`config.mk`:
```
export PLATFORM = sky130hd
export DESIGN_NAME = fluid_safety_alarm_sequencer_top
export DESIGN_NICKNAME = d
export VERILOG_FILES = /design/src/hw/rtl/fsas_pkg.sv /design/src/hw/rtl/fsas_cfg_regs.sv /design/src/hw/rtl/fsas_step.sv /design/src/hw/rtl/fluid_safety_alarm_sequencer_top.sv
export SDC_FILE = /design/constraint.sdc
export NUM_CORES = 1
export LEC_CHECK = 0
export BUFFER_PORTS_ARGS = -buffer_cell sky130_fd_sc_hd__buf_2
export CAP_MARGIN = 20
export CORE_ASPECT_RATIO = 0.7
export CORE_MARGIN = 2
export CORE_UTILIZATION = 50
export CTS_CLUSTER_DIAMETER = 120
export DETAILED_ROUTE_END_ITERATION = 10
export GPL_TIMING_DRIVEN = 0
export PLACE_DENSITY = 0.7
export SLEW_MARGIN = 25
export SYNTH_ARGS = -nofsm -noshare
export SYNTH_HDL_FRONTEND = slang
export SYNTH_SLANG_ARGS = --single-unit
```
`constraint.sdc`:
```
create_clock -name clk_i -period 5.75 [get_ports clk_i]
set_input_delay 0.575 -clock clk_i [delete_from_list [all_inputs] [get_ports clk_i]]
set_output_delay 0.575 -clock clk_i [all_outputs]
set_load 0.01 [all_outputs]
```
`src/hw/rtl/fsas_pkg.sv`:
```
// Types, constants and register map of the fluid safety alarm sequencer.
`default_nettype none
package fsas_pkg;

  localparam int unsigned TempW   = 12;
  localparam int unsigned PresW   = 16;
  localparam int unsigned MsW     = 16;
  localparam int unsigned TimeW   = 32;
  localparam int unsigned ViewW   = 2;
  localparam int unsigned InDataW  = 64;
  localparam int unsigned OutDataW = 16;
  localparam int unsigned AddrW   = 5;
  localparam int unsigned ApbDataW = 32;

  // Register indexes (byte address / 4).
  localparam logic [2:0] RegTempWarn = 3'd0;
  localparam logic [2:0] RegTempKill = 3'd1;
  localparam logic [2:0] RegPresWarn = 3'd2;
  localparam logic [2:0] RegDebounce = 3'd3;
  localparam logic [2:0] RegRotate   = 3'd4;

  // Register reset values; temperatures are signed tenths of a degree.
  localparam logic signed [TempW-1:0] TempWarnRst = 12'sd250;
  localparam logic signed [TempW-1:0] TempKillRst = 12'sd350;
  localparam logic [PresW-1:0]        PresWarnRst = 16'd200;
  localparam logic [MsW-1:0]          DebounceRst = 16'd50;
  localparam logic [MsW-1:0]          RotateRst   = 16'd2000;

  // View codes.
  localparam logic [ViewW-1:0] ViewTemp  = 2'd0;
  localparam logic [ViewW-1:0] ViewPres  = 2'd1;
  localparam logic [ViewW-1:0] ViewAir   = 2'd2;
  localparam logic [ViewW-1:0] ViewNone  = 2'd3;

  // Halt causes.
  localparam logic CauseTemp = 1'b0;
  localparam logic CauseAir  = 1'b1;

  typedef struct packed {
    logic signed [TempW-1:0] temp_warn_limit;
    logic signed [TempW-1:0] temp_kill_limit;
    logic [PresW-1:0]        pressure_warn_limit;
    logic [MsW-1:0]          debounce_time;
    logic [MsW-1:0]          rotate_time;
  } cfg_t;

  typedef struct packed {
    logic [TimeW-1:0]        now_ms;
    logic                    button_level;
    logic                    air_in_line;
    logic [PresW-1:0]        pressure_value;
    logic signed [TempW-1:0] temperature;
  } sample_t;

  typedef struct packed {
    logic [ViewW-1:0] view_selected;
    logic             normal_repaint;
    logic             alert_shown;
    logic             alert_repaint;
    logic             halt_cause;
    logic             halt_entered;
    logic             kill_led;
    logic             pressure_led;
    logic             temp_led;
  } result_t;

  typedef struct packed {
    logic             halted;
    logic             halt_reason;
    logic             prev_button;
    logic [TimeW-1:0] last_press_time;
    logic [ViewW-1:0] view;
    logic [ViewW-1:0] drawn_view;
    logic             was_alerting;
    logic             alert_index;
    logic [TimeW-1:0] last_rotate_time;
  } state_t;

  localparam state_t StateRst = '{
    halted:           1'b0,
    halt_reason:      CauseTemp,
    prev_button:      1'b1,
    last_press_time:  '0,
    view:             ViewAir,
    drawn_view:       ViewNone,
    was_alerting:     1'b0,
    alert_index:      1'b0,
    last_rotate_time: '0
  };

endpackage
`default_nettype wire

```
`src/hw/rtl/fsas_cfg_regs.sv`:
```
// Configuration register file with its APB-style access port.
`default_nettype none
module fsas_cfg_regs (
  input  wire logic                          clk_i,
  input  wire logic                          rst_ni,
  input  wire logic                          psel,
  input  wire logic                          penable,
  input  wire logic                          pwrite,
  input  wire logic [fsas_pkg::AddrW-1:0]    paddr,
  input  wire logic [fsas_pkg::ApbDataW-1:0] pwdata,
  output logic      [fsas_pkg::ApbDataW-1:0] prdata,
  output logic                               pready,
  output fsas_pkg::cfg_t                     cfg_o
);
  import fsas_pkg::*;

  cfg_t       cfg_q, cfg_d;
  logic       wr_en;
  logic [2:0] reg_idx;

  assign pready  = 1'b1;
  assign wr_en   = psel && penable && pwrite && pready;
  assign reg_idx = paddr[AddrW-1:2];

  always_comb begin
    cfg_d = cfg_q;
    if (wr_en) begin
      case (reg_idx)
        RegTempWarn: cfg_d.temp_warn_limit     = pwdata[TempW-1:0];
        RegTempKill: cfg_d.temp_kill_limit     = pwdata[TempW-1:0];
        RegPresWarn: cfg_d.pressure_warn_limit = pwdata[PresW-1:0];
        RegDebounce: cfg_d.debounce_time       = pwdata[MsW-1:0];
        RegRotate:   cfg_d.rotate_time         = pwdata[MsW-1:0];
        default:     cfg_d = cfg_q;
      endcase
    end
  end

  always_ff @(posedge clk_i or negedge rst_ni) begin
    if (!rst_ni) begin
      cfg_q.temp_warn_limit     <= TempWarnRst;
      cfg_q.temp_kill_limit     <= TempKillRst;
      cfg_q.pressure_warn_limit <= PresWarnRst;
      cfg_q.debounce_time       <= DebounceRst;
      cfg_q.rotate_time         <= RotateRst;
    end else begin
      cfg_q <= cfg_d;
    end
  end

  // Signed limits read back sign-extended.
  always_comb begin
    case (reg_idx)
      RegTempWarn: prdata = {{(ApbDataW-TempW){cfg_q.temp_warn_limit[TempW-1]}},
                             cfg_q.temp_warn_limit};
      RegTempKill: prdata = {{(ApbDataW-TempW){cfg_q.temp_kill_limit[TempW-1]}},
                             cfg_q.temp_kill_limit};
      RegPresWarn: prdata = {{(ApbDataW-PresW){1'b0}}, cfg_q.pressure_warn_limit};
      RegDebounce: prdata = {{(ApbDataW-MsW){1'b0}}, cfg_q.debounce_time};
      RegRotate:   prdata = {{(ApbDataW-MsW){1'b0}}, cfg_q.rotate_time};
      default:     prdata = '0;
    endcase
  end

  assign cfg_o = cfg_q;

endmodule
`default_nettype wire

```
`src/hw/rtl/fsas_step.sv`:
```
// Next-state and result logic for one monitor sample.
`default_nettype none
module fsas_step (
  input  wire fsas_pkg::cfg_t    cfg_i,
  input  wire fsas_pkg::state_t  state_i,
  input  wire fsas_pkg::sample_t sample_i,
  output fsas_pkg::state_t       state_o,
  output fsas_pkg::result_t      result_o
);
  import fsas_pkg::*;

  logic             over_kill;
  logic             entered;
  logic             warm_hit;
  logic             pres_hit;
  logic             any_alert;
  logic             both_alert;
  logic [TimeW-1:0] since_press;
  logic [TimeW-1:0] since_rotate;
  logic             press;
  logic             first;
  logic             rotate;
  logic             idx_n;
  logic [ViewW-1:0] view_n;

  assign over_kill = $signed(sample_i.temperature) > $signed(cfg_i.temp_kill_limit);
  assign entered   = !state_i.halted && (over_kill || sample_i.air_in_line);
  assign warm_hit  = $signed(sample_i.temperature) > $signed(cfg_i.temp_warn_limit);
  assign pres_hit  = sample_i.pressure_value > cfg_i.pressure_warn_limit;
  assign any_alert  = warm_hit || pres_hit;
  assign both_alert = warm_hit && pres_hit;

  assign since_press  = sample_i.now_ms - state_i.last_press_time;
  assign since_rotate = sample_i.now_ms - state_i.last_rotate_time;
  assign press  = !sample_i.button_level && state_i.prev_button &&
                  (since_press > {{(TimeW-MsW){1'b0}}, cfg_i.debounce_time});
  assign first  = !state_i.was_alerting;
  assign rotate = since_rotate >= {{(TimeW-MsW){1'b0}}, cfg_i.rotate_time};

  // With one alert the index always settles at zero; with two it toggles on rotation.
  always_comb begin
    if (!both_alert || first) begin
      idx_n = 1'b0;
    end else if (rotate) begin
      idx_n = !state_i.alert_index;
    end else begin
      idx_n = state_i.alert_index;
    end
  end

  always_comb begin
    if (!press) begin
      view_n = state_i.view;
    end else if (state_i.view >= ViewAir) begin
      view_n = ViewTemp;
    end else begin
      view_n = state_i.view + 2'd1;
    end
  end

  always_comb begin
    state_o  = state_i;
    result_o = '0;
    if (state_i.halted || entered) begin
      state_o.halted = 1'b1;
      if (entered) begin
        state_o.halt_reason = over_kill ? CauseTemp : CauseAir;
      end
      result_o.kill_led      = 1'b1;
      result_o.halt_entered  = entered;
      result_o.halt_cause    = state_o.halt_reason;
      result_o.view_selected = state_i.view;
    end else begin
      result_o.temp_led      = warm_hit;
      result_o.pressure_led  = pres_hit;
      result_o.halt_cause    = state_i.halt_reason;
      result_o.view_selected = view_n;
      state_o.view        = view_n;
      state_o.prev_button = sample_i.button_level;
      if (press) begin
        state_o.last_press_time = sample_i.now_ms;
      end
      if (any_alert) begin
        state_o.alert_index  = idx_n;
        state_o.was_alerting = 1'b1;
        result_o.alert_shown = both_alert ? idx_n : pres_hit;
        if (first || rotate) begin
          state_o.last_rotate_time = sample_i.now_ms;
          state_o.drawn_view       = ViewNone;
          result_o.alert_repaint   = 1'b1;
        end
      end else if (state_i.was_alerting || (view_n != state_i.drawn_view)) begin
        result_o.normal_repaint = 1'b1;
        state_o.drawn_view      = view_n;
        state_o.was_alerting    = 1'b0;
      end
    end
  end

endmodule
`default_nettype wire

```
`src/hw/rtl/fluid_safety_alarm_sequencer_top.sv`:
```
// Top level of the fluid safety alarm sequencer: sample stream in, alarm result stream out.
`default_nettype none
// The block takes one monitor sample per transaction and returns exactly one result
// transaction for it, in order. A sample is held in an input register; the alarm logic
// between that register and the result register evaluates it combinationally and updates
// the sequencer state at the same edge as the result is loaded. The sustained rate is
// one sample per clock cycle while the result stream is not stalled. A sample's result
// is loaded from the input register into the result register once that one is empty
// or being drained. The registers are decoupled, so a new sample can be taken into an
// empty input register while a finished result still waits to be read.
// Overtemperature (checked first) or air in the line latches a halt that only reset
// clears. Configuration registers are written through the APB-style port at byte
// addresses 0, 4, 8, 12 and 16 (warning and halt temperature limits in signed tenths
// of a degree, pressure warning limit, debounce time and rotation time in ms); write
// them only while no sample is in flight.
module fluid_safety_alarm_sequencer_top (
  input  wire logic                          clk_i,
  input  wire logic                          rst_ni,
  // Sample stream.
  input  wire logic                          s_axis_tvalid,
  output logic                               s_axis_tready,
  // From bit 0: temperature[11:0], pressure_value[27:12], air_in_line[28],
  // button_level[29], now_ms[61:30], zero fill[63:62].
  input  wire logic [fsas_pkg::InDataW-1:0]  s_axis_tdata,
  // Result stream.
  output logic                               m_axis_tvalid,
  input  wire logic                          m_axis_tready,
  // From bit 0: temp_led, pressure_led, kill_led, halt_entered, halt_cause,
  // alert_repaint, alert_shown, normal_repaint, view_selected[9:8], zero fill[15:10].
  output logic      [fsas_pkg::OutDataW-1:0] m_axis_tdata,
  // Configuration port.
  input  wire logic                          psel,
  input  wire logic                          penable,
  input  wire logic                          pwrite,
  input  wire logic [fsas_pkg::AddrW-1:0]    paddr,
  input  wire logic [fsas_pkg::ApbDataW-1:0] pwdata,
  output logic      [fsas_pkg::ApbDataW-1:0] prdata,
  output logic                               pready
);
  import fsas_pkg::*;

  localparam int unsigned SampleW = $bits(sample_t);
  localparam int unsigned ResultW = $bits(result_t);

  cfg_t    cfg;
  state_t  state_q, state_d;
  sample_t in_data_q;
  logic    in_vld_q, in_vld_d;
  result_t out_data_q;
  result_t step_res;
  logic    out_vld_q, out_vld_d;
  logic    load;
  logic    take;

  fsas_cfg_regs u_cfg (
    .clk_i   (clk_i),
    .rst_ni  (rst_ni),
    .psel    (psel),
    .penable (penable),
    .pwrite  (pwrite),
    .paddr   (paddr),
    .pwdata  (pwdata),
    .prdata  (prdata),
    .pready  (pready),
    .cfg_o   (cfg)
  );

  fsas_step u_step (
    .cfg_i    (cfg),
    .state_i  (state_q),
    .sample_i (in_data_q),
    .state_o  (state_d),
    .result_o (step_res)
  );

  // The held sample moves on when the result register is empty or being drained.
  assign load          = in_vld_q && (!out_vld_q || m_axis_tready);
  assign s_axis_tready = !in_vld_q || load;
  assign take          = s_axis_tvalid && s_axis_tready;

  assign in_vld_d  = take || (in_vld_q && !load);
  assign out_vld_d = load || (out_vld_q && !m_axis_tready);

  always_ff @(posedge clk_i or negedge rst_ni) begin
    if (!rst_ni) begin
      in_vld_q  <= 1'b0;
      out_vld_q <= 1'b0;
      state_q   <= StateRst;
    end else begin
      in_vld_q  <= in_vld_d;
      out_vld_q <= out_vld_d;
      if (load) begin
        state_q <= state_d;
      end
    end
  end

  // Payload registers carry no reset.
  always_ff @(posedge clk_i) begin
    if (take) begin
      in_data_q <= s_axis_tdata[SampleW-1:0];
    end
    if (load) begin
      out_data_q <= step_res;
    end
  end

  assign m_axis_tvalid = out_vld_q;
  assign m_axis_tdata  = {{(OutDataW-ResultW){1'b0}}, out_data_q};

endmodule
`default_nettype wire

```
Yosys cells after proc, flatten, opt, wreduce, memory -nomap -nowiden:

Index checks and enable logic that the tools add are counted.

* word-level logic and storage cells: 108
* register bits: 219
* input bits: 108
* output and inout bits: 51

* bitwise logic cells: 2
* multiplexer cells: 16
* reductions and logical operators: 45
* eq/ne operators: 6
* magnitude comparators: 6
* add/sub/neg operators: 3

Operator list (count)
* 32-bit case mux with 5 select lines: 1
* 32-bit subtractor: 2
* 32-bit by 16-bit >= comparator with 1-bit output: 1
* 32-bit by 16-bit greater-than comparator with 1-bit output: 1
* 12-bit greater-than comparator: 2
* 16-bit greater-than comparator: 1
* 2-bit AND reduction: 7
* 1-bit logical AND: 10
* 1-bit logical OR: 10
* 1-bit logical NOT: 9
* 1-bit 2-to-1 mux: 9
* 3-bit AND reduction: 3
* 2-bit 2-to-1 mux: 4
* 4-bit AND reduction: 2
* 3-bit by 2-bit == test with 1-bit output, second input constant: 2
* 3-bit 2-to-1 mux: 2
* 2-bit OR reduction: 2
* 3-bit by 1-bit == test with 1-bit output, second input constant: 1
* 3-bit == test, second input constant: 1
* 3-bit logical NOT: 1
* 2-bit by 1-bit adder with 2-bit output, second input constant: 1
* 2-bit >= comparator, second input constant: 1
* 2-bit inequality test: 1
* 2-bit inequality test, second input constant: 1
* other kinds (2): 3

Logic depth before layout (Yosys ltp):

Gate-level depths: netlist of run 1.

* depth after elaboration: 8
* gate-level depth with buffers: 24

By module:

From an unflattened synthesis of run 1, not the netlist that was laid out.

* cells, all modules: 1506
* area, all modules: 15985.3 µm²

By module, submodules not included
* fsas_step: instances 1, cells an instance 1012, area each 7180.6 µm², seq. area each 0.0 µm²
* fluid_safety_alarm_sequencer_top: instances 1, cells an instance 242, area each 5326.4 µm², seq. area each 4043.9 µm²
* fsas_cfg_regs: instances 1, cells an instance 252, area each 3478.3 µm², seq. area each 1831.8 µm²

Worst setup path after synthesis of run 1:

No wires, ideal clock.

* path type: flip-flop to flip-flop
* start point: reg in_data_q[30] (netlist bit)
* end point: reg out_data_q (netlist bit m_axis_tdata[8]) (data pin)
* required time: 5490 ps
* arrival: 4225 ps
* stages on the path, launching flop included: 20
* period minus slack after synthesis: 4485 ps
* library setup time: 260 ps
* path buffers: 0
* slack: 1265 ps
* cells stage by stage: edfxtp_1 inv_1 ha_1 fa_1 nand2b_1 a21oi_1 o21ai_1 o31ai_1 xor2_1 ha_1 nand4_1 a2111oi_0 a211oi_1 a21oi_1 nor4b_1 o2111ai_1 nor4_4 nor2_1 mux2_1 mux2_2

RTL lines
* start, declared: RTL line fluid_safety_alarm_sequencer_top.sv:47 `sample_t in_data_q;`
* start signal, assigned: RTL line fluid_safety_alarm_sequencer_top.sv:101 `in_data_q <= s_axis_tdata[SampleW-1:0];`
* end signal, assigned: RTL line fluid_safety_alarm_sequencer_top.sv:104 `out_data_q <= step_res;`
* end, declared: RTL line fluid_safety_alarm_sequencer_top.sv:49 `result_t out_data_q;`

==> impl_metrics.json, run 1 <==
{
  "status": "complete, but fails checks",
  "violations": "hold timing",
  "fin_area_sq_um": 16500,
  "die_area_sq_um": 30200,
  "synth_edf_count": 72,
  "postSynthCellCount": 1576,
  "cts_buffers": 24,
  "critPathRequiredTime_ps": 6040,
  "synth.largest_area_cell": "dfrtp_1",
  "initial_core_util": 0.514,
  "firstDrtPassIters": 5,
  "critPathLaunch": "in_data_q[34]",
  "routed_wl_mm": 40.3,
  "period_needed_ps": 5490,
  "setup_tns_ps": 0,
  "first_iter_violations": 1282,
  "worst_setup_path_end_kind": "flop",
  "max_stage_delay_ps": 590,
  "hold_viol": 3,
  "finalCoreUtilization": 0.588,
  "yosysTopAreaCellShare": 0.207,
  "p_total_mw": 4.41,
  "seq_area_sq_um": 5880,
  "drc_errors": 0,
  "timing.slew.headroom": 0.300,
  "reg2reg_slack_ps": 260,
  "io_pins": 159,
  "grt_overflow": 0,
  "worst_setup_path_start_kind": "flop",
  "gr-usage-all-layers": 0.270,
  "worstSetupPathType": "reg -> reg",
  "cp_max_fo": 5,
  "power_density_nw_per_um2": 267,
  "hpwl_mm": 31.2,
  "fmax_mhz": 182,
  "synth_area_leaders": "dfrtp_1 21%, edfxtp_1 15%, ha_1 12%",
  "multi_input_area_sq_um": 7590,
  "ctsHoldBuffers": 0,
  "ys_warn_count": 0,
  "whs_ps": -7.06,
  "synth_area_sq_um": 14400,
  "core_area_sq_um": 28100,
  "htree_levels": 1,
  "grt_max_degree": 78,
  "fin_worst_skew_ps": 21.8,
  "rr_startpoint": "in_data_q[34]",
  "max_cap_viol_count": 0,
  "reg2reg_depth": 19,
  "synth_cell_types": 83,
  "path_cells": "ha_1 -> o211ai_1 -> a21oi_1 -> o21bai_1 -> a21oi_2 -> o21a_1 -> nor2_1 -> xnor2_1 -> ha_1 -> nand4_1 -> a2111oi_0 -> a211oi_1 -> a21oi_1 -> nor4b_1 -> o2111ai_1 -> nor4_4 -> nor2_1 -> mux2_1 -> mux2_2",
  "period_share": 0.955,
  "ys_seq_area_frac": 0.407,
  "syn_area_per_cell_sq_um": 9.15,
  "insertion_delay_ps": 550,
  "peakVddDrop_v": 0.000194,
  "ys_ff_latch": 219,
  "ys.flop_type": "dfrtp_1",
  "worst_pin_slew_ps": 1050,
  "drive_above_1_share": 0.174,
  "placed_area_sq_um": 15600,
  "cts_tree": "done",
  "netlist_top_cells_count": "202 x nand2_1, 183 x o21ai_0, 158 x inv_1",
  "vias": 12400,
  "gp_congestion": 0.990,
  "cts.sinks": 219,
  "area_growth_pct": 14.6,
  "synth.most_common_cell": "nand2_1",
  "report.final.setup_viol": 0,
  "ant_nets": 0,
  "worstReg2RegEnd": "m_axis_tdata[8]",
  "grt_pass1_wl_mm": 64.0,
  "final_net_count": 1988,
  "p_leak_nw": 7.57,
  "cp_slowest_cell": "nor4_4",
  "nFillCells": 2496,
  "cts_root_buf": "clkbuf_16",
  "routedWlPerCell_um": 18.9,
  "slew_viol_final": 0,
  "rows": 51,
  "hold_path.class": "in -> async",
  "grt_pass1_vias": 11700,
  "vias_per_cell": 5.80,
  "path_clk_slew_ps": 70,
  "cts_max_path_buffers": 3,
  "antenna_found_initial": 1,
  "die_w_um": 207,
  "async_flop_share": 0.671,
  "cp.arrival_ps": 5780,
  "io_buffers": 130,
  "die_h_um": 146,
  "crit_end": "m_axis_tdata[8]"
}
layout make-up:
class | instances | share of cell area
multi-input combinational | 1120 | 0.459
inverter | 158 | 0.0359
tap | 371 | 0.0281
antenna | 2 | 0.000303
clock buffer | 31 | 0.0392
clock inverter | 13 | 0.00985
timing repair buffer | 137 | 0.0459
buffer | 84 | 0.0258
sequential | 219 | 0.356
cell families after synthesis:
kind of cell             after synthesis  share of synthesized area
AO/OA/AOI/OAI                        473                      0.207
XOR/XNOR                              40                     0.0243
adder cells (fa/ha/maj)              136                      0.119
buffers and inverters                242                     0.0707
flip-flops                           219                      0.407
multiplexers                          41                     0.0316
other                                  2                   0.000521
AND/OR/NAND/NOR                      423                      0.140
power breakdown:
part	total, mW	leakage [nW]	internal [mW]	switching [mW]
Sequential	1.90	2.22	1.80	0.106
Combinational	0.909	4.97	0.359	0.551
Clock	1.60	0.381	0.935	0.665
Total	4.41	7.57	3.09	1.32
cell usage in the layout (no fill, tap or decap), types with 23 or more instances in the layout:
cell type  count
clkbuf_16     24
inv_1        158
buf_4         26
nor2_1        67
o21a_1        23
mux2_2        33
clkbuf_1      53
a22oi_1       23
nand2_1      202
a21oi_1       87
buf_2        139
edfxtp_1      72
nand4_1       31
ha_1         134
dfstp_2       28
dfrtp_1      119
o21ai_0      183
stage by stage:
step | worst slack [ps] | cells
3_3_place_gp | 24.5 | 2082
3_5_place_dp | -10.0 | 2086
6_report | 260 | 2135
2_1_floorplan | 1270 | 1581
4_1_cts | 4.95 | 2130
5_1_grt | -25.4 | 2134
worst max-delay path: cells and delay by family (launching register included):
family,cells,cell delay [ps]
AO/OA/AOI/OAI,9,1870
AND/OR/NAND/NOR,5,1290
adder cells (fa/ha/maj),2,690
multiplexers,2,640
flip-flops,1,480
XOR/XNOR,1,240
timing repair:
action	CTS	global route
gates resized for setup	0	9
pin swaps	1	2
setup endpoints to repair	21	69
setup buffers	0	3
worst min path at each step:
stage | from | endpoint
CTS | rst_ni | state_q[55]
finish | rst_ni | state_q[53]
floorplan | rst_ni | in_vld_q
detailed placement | in_data_q[29] | state_q[70]
global placement | in_vld_q | m_axis_tvalid
global route | rst_ni | state_q[55]
registers in the layout (all words and copies together), names as in the netlist:
signal	cells
in_data_q	62
in_vld_q	1
m_axis_tdata	10
m_axis_tvalid	1
state_q	73
u_cfg.cfg_o	72
per-layer routing:
layer	vias to the layer above	part of all wire	GRT usage
li1	5969	-	-
met1	5901	0.48	0.421
met2	457	0.40	0.372
met3	61	0.10	0.0734
met4	0	0.020	0.0521
met5	-	0	0
Note: power is estimated with default switching activity, not from simulation.
==> run 2, diff against run 1 <==
BUFFER_PORTS_ARGS = -buffer_cell sky130_fd_sc_hd__buf_4   (was -buffer_cell sky130_fd_sc_hd__buf_2)
MAX_ROUTING_LAYER = met4   (was unset)
PLACE_DENSITY = 0.69   (was 0.7)
SYNTH_HIERARCHICAL = 1   (was unset)
==> run 2 against run 1 <==
  * Register-to-register slack worse by 200 ps
  * Routed wire length is 9.8% higher
  * Clock-buffer cell count is 1 higher
  * Combinational power grew to 2.8 times the previous value
  * Synthesized area is 11% higher
  * Die area is 11% higher
  * Critical path type unchanged
  * The run now ends clean
==> impl_metrics.json, run 2 <==
{
  "final_common_cell": "buf_4",
  "grt_overflow": 0,
  "setup_tns_ps": 0,
  "path_cells": "ha_4 -> a21oi_4 -> o21a_1 -> buf_4 -> nand2b_4 -> a21o_1 -> a21o_1 -> a21oi_2 -> xnor2_1 -> ha_1 -> a21o_1 -> a21o_1 -> a21oi_2 -> o22ai_2 -> nor4_2 -> o211ai_1 -> or4_1 -> a2111o_1 -> nor4_4 -> a21oi_4 -> buf_12 -> clkbuf_16 -> mux2_4 -> mux2_4",
  "path_clk_slew_ps": 60,
  "vias": 12500,
  "first_iter_violations": 1102,
  "antenna_found_initial": 0,
  "ys.flop_type": "dfrtp_1",
  "cts_max_path_buffers": 3,
  "diodes": 0,
  "reg2reg_depth": 24,
  "cp_slowest_cell": "or4_1",
  "die_w_um": 218,
  "p_leak_nw": 8.40,
  "hold_path.class": "in -> reg",
  "timing.slew.headroom": 0.347,
  "gp_congestion": 0.954,
  "worst_pin_slew_ps": 969,
  "htree_levels": 1,
  "worstSetupPathType": "reg -> reg",
  "nFillCells": 2665,
  "fmax_mhz": 176,
  "ant_nets": 0,
  "netlist_top_cells_count": "160 x inv_1, 134 x ha_1, 120 x mux2_2",
  "crit_top_cell": "a21o_1",
  "max_stage_delay_ps": 540,
  "grt_pass1_wl_mm": 68.3,
  "path_depth": 24,
  "yosysTopAreaCellShare": 0.186,
  "io_pins": 159,
  "routedWlPerCell_um": 20.7,
  "cts_buffers": 24,
  "firstDrtPassIters": 6,
  "critPathRequiredTime_ps": 6180,
  "initial_core_util": 0.511,
  "hpwl_mm": 33.9,
  "area_growth_pct": 18.4,
  "crit_family": "compound AO/OA/AOI/OAI gates",
  "worst_setup_path_end_kind": "flop",
  "async_flop_share": 0.671,
  "grt_max_degree": 90,
  "peakVddDrop_v": 0.000249,
  "drc_errors": 0,
  "ys_ff_latch": 219,
  "postSynthCellCount": 1506,
  "routed_wl_mm": 44.2,
  "insertion_delay_ps": 560,
  "synth_cell_types": 92,
  "synth_edf_count": 72,
  "cts_tree": "done",
  "final_net_count": 1945,
  "placed_area_sq_um": 17600,
  "rows": 54,
  "io_buffers": 130,
  "cp_max_fo": 5,
  "top_register": "state_q",
  "grt_pass1_vias": 11800,
  "synth.most_common_cell": "inv_1",
  "worst_setup_path_start_kind": "flop",
  "place_ws_ps": -864,
  "report.final.setup_viol": 0,
  "die_area_sq_um": 33400,
  "vias_per_cell": 5.83,
  "crit_buf_inv": 3,
  "status": "finished, final reports clean",
  "slew_viol_final": 0,
  "power_density_nw_per_um2": 331,
  "ys_seq_area_frac": 0.368,
  "grt_setup_unrepaired": "yes",
  "hold_viol": 0,
  "period_needed_ps": 5680,
  "layout_common_cells": "187 x buf_4, 156 x inv_1, 125 x ha_1, 120 x mux2_2, 119 x dfrtp_1",
  "cts_root_buf": "clkbuf_16",
  "die_h_um": 154,
  "cts.sinks": 219,
  "max_cap_viol_count": 0,
  "largest_reg_flops": 73,
  "synth_area_leaders": "dfrtp_1 19%, edfxtp_1 14%, ha_1 10%",
  "synth_area_sq_um": 16000,
  "reg2reg_slack_ps": 70,
  "drive_above_1_share": 0.323,
  "cp.arrival_ps": 6110,
  "synth.largest_area_cell": "dfrtp_1",
  "fin_area_sq_um": 18900,
  "period_share": 0.989,
  "core_area_sq_um": 31300,
  "gr-usage-all-layers": 0.270,
  "syn_area_per_cell_sq_um": 10.6,
  "fin_ws_ps": 65.2,
  "fin_worst_skew_ps": 25.7,
  "hold_path_depth": 1,
  "ys_warn_count": 6
}
run 2: cell types whose count changed after synthesis, moves of 11 or more:
cell,delta
clkbuf_1,-22
mux2_2,+87
a21o_1,+20
o22ai_1,-15
mux2_4,+87
a22oi_1,-17
o21ai_0,-126
mux2i_1,+17
nand2_1,-133
mux2_1,+11
run 2: through the flow:
stage               utilization  total power, mW  hold slack, ps  std cells
global route              0.605             6.63             170       2139
CTS                       0.594             6.11             172       2123
global placement          0.560             4.38             473       2061
floorplan                     -             3.76             279       1511
detailed placement        0.561             4.44             487       2063
finish                    0.605             6.26             189       2139
run 2: layer usage:
metal / GRT usage / up-vias / wire length (um)
met3: 0.0542 / 50 / 4130
met2: 0.345 / 478 / 17300
met1: 0.431 / 6098 / 22100
met5: - / - / 0
met4: 0.0444 / 0 / 605
li1: - / 5849 / -
run 2: cells by family after synthesis:
| kind of cell | after synthesis | synth area share |
|---|---|---|
| compound gates | 326 | 0.135 |
| simple gates | 296 | 0.0991 |
| mux | 243 | 0.190 |
| buf+inv | 241 | 0.0768 |
| flops | 219 | 0.368 |
| fa+ha+maj | 136 | 0.107 |
| xor+xnor | 43 | 0.0236 |
| other cells | 2 | 0.000470 |
run 2: cell type report:
type                    count  area [sq um]  share of cell area
multi-input cells        1051          9170               0.484
clock inverters            12           150             0.00793
repair buffers            165          1340              0.0710
well taps                 420           526              0.0278
inverters                 160           601              0.0317
clock buffers              32           641              0.0339
plain buffers              80           622              0.0329
flip-flops and latches    219          5880               0.311
run 2: path summary, 6_finish.rpt:
check                                      to             start
worst max-delay path              state_q[10]     in_data_q[34]
worst min-delay path            in_data_q[20]  s_axis_tdata[20]
worst max register to register    state_q[10]     in_data_q[34]
worst min register to register    state_q[71]       state_q[71]
max in group asynchronous         state_q[34]            rst_ni
min in group asynchronous          state_q[9]            rst_ni
run 2: worst reg2reg max path, delay by kind of cell (launching register included):
family | cells | cell delay [ps]
fa+ha+maj | 2 | 550
simple gates | 4 | 1130
flops | 1 | 490
xor+xnor | 1 | 140
mux | 2 | 560
compound gates | 12 | 2210
buf+inv | 3 | 490
run 2: repair_timing:
item                                    4_1_cts  5_1_grt
endpoints found under the hold margin        45        0
pin swaps                                    12       33
setup buffers                                14       16
gates resized for setup                      20       49
endpoints found under the setup margin       72       68
gates cloned                                  1        1
hold buffers                                  1        0
run 2: report_power, final:
part | switching [mW] | total, mW | internal (mW)
clock network | 0.665 | 1.59 | 0.921
registers | 0.213 | 2.09 | 1.88
logic | 1.35 | 2.58 | 1.22
total | 2.23 | 6.26 | 4.03
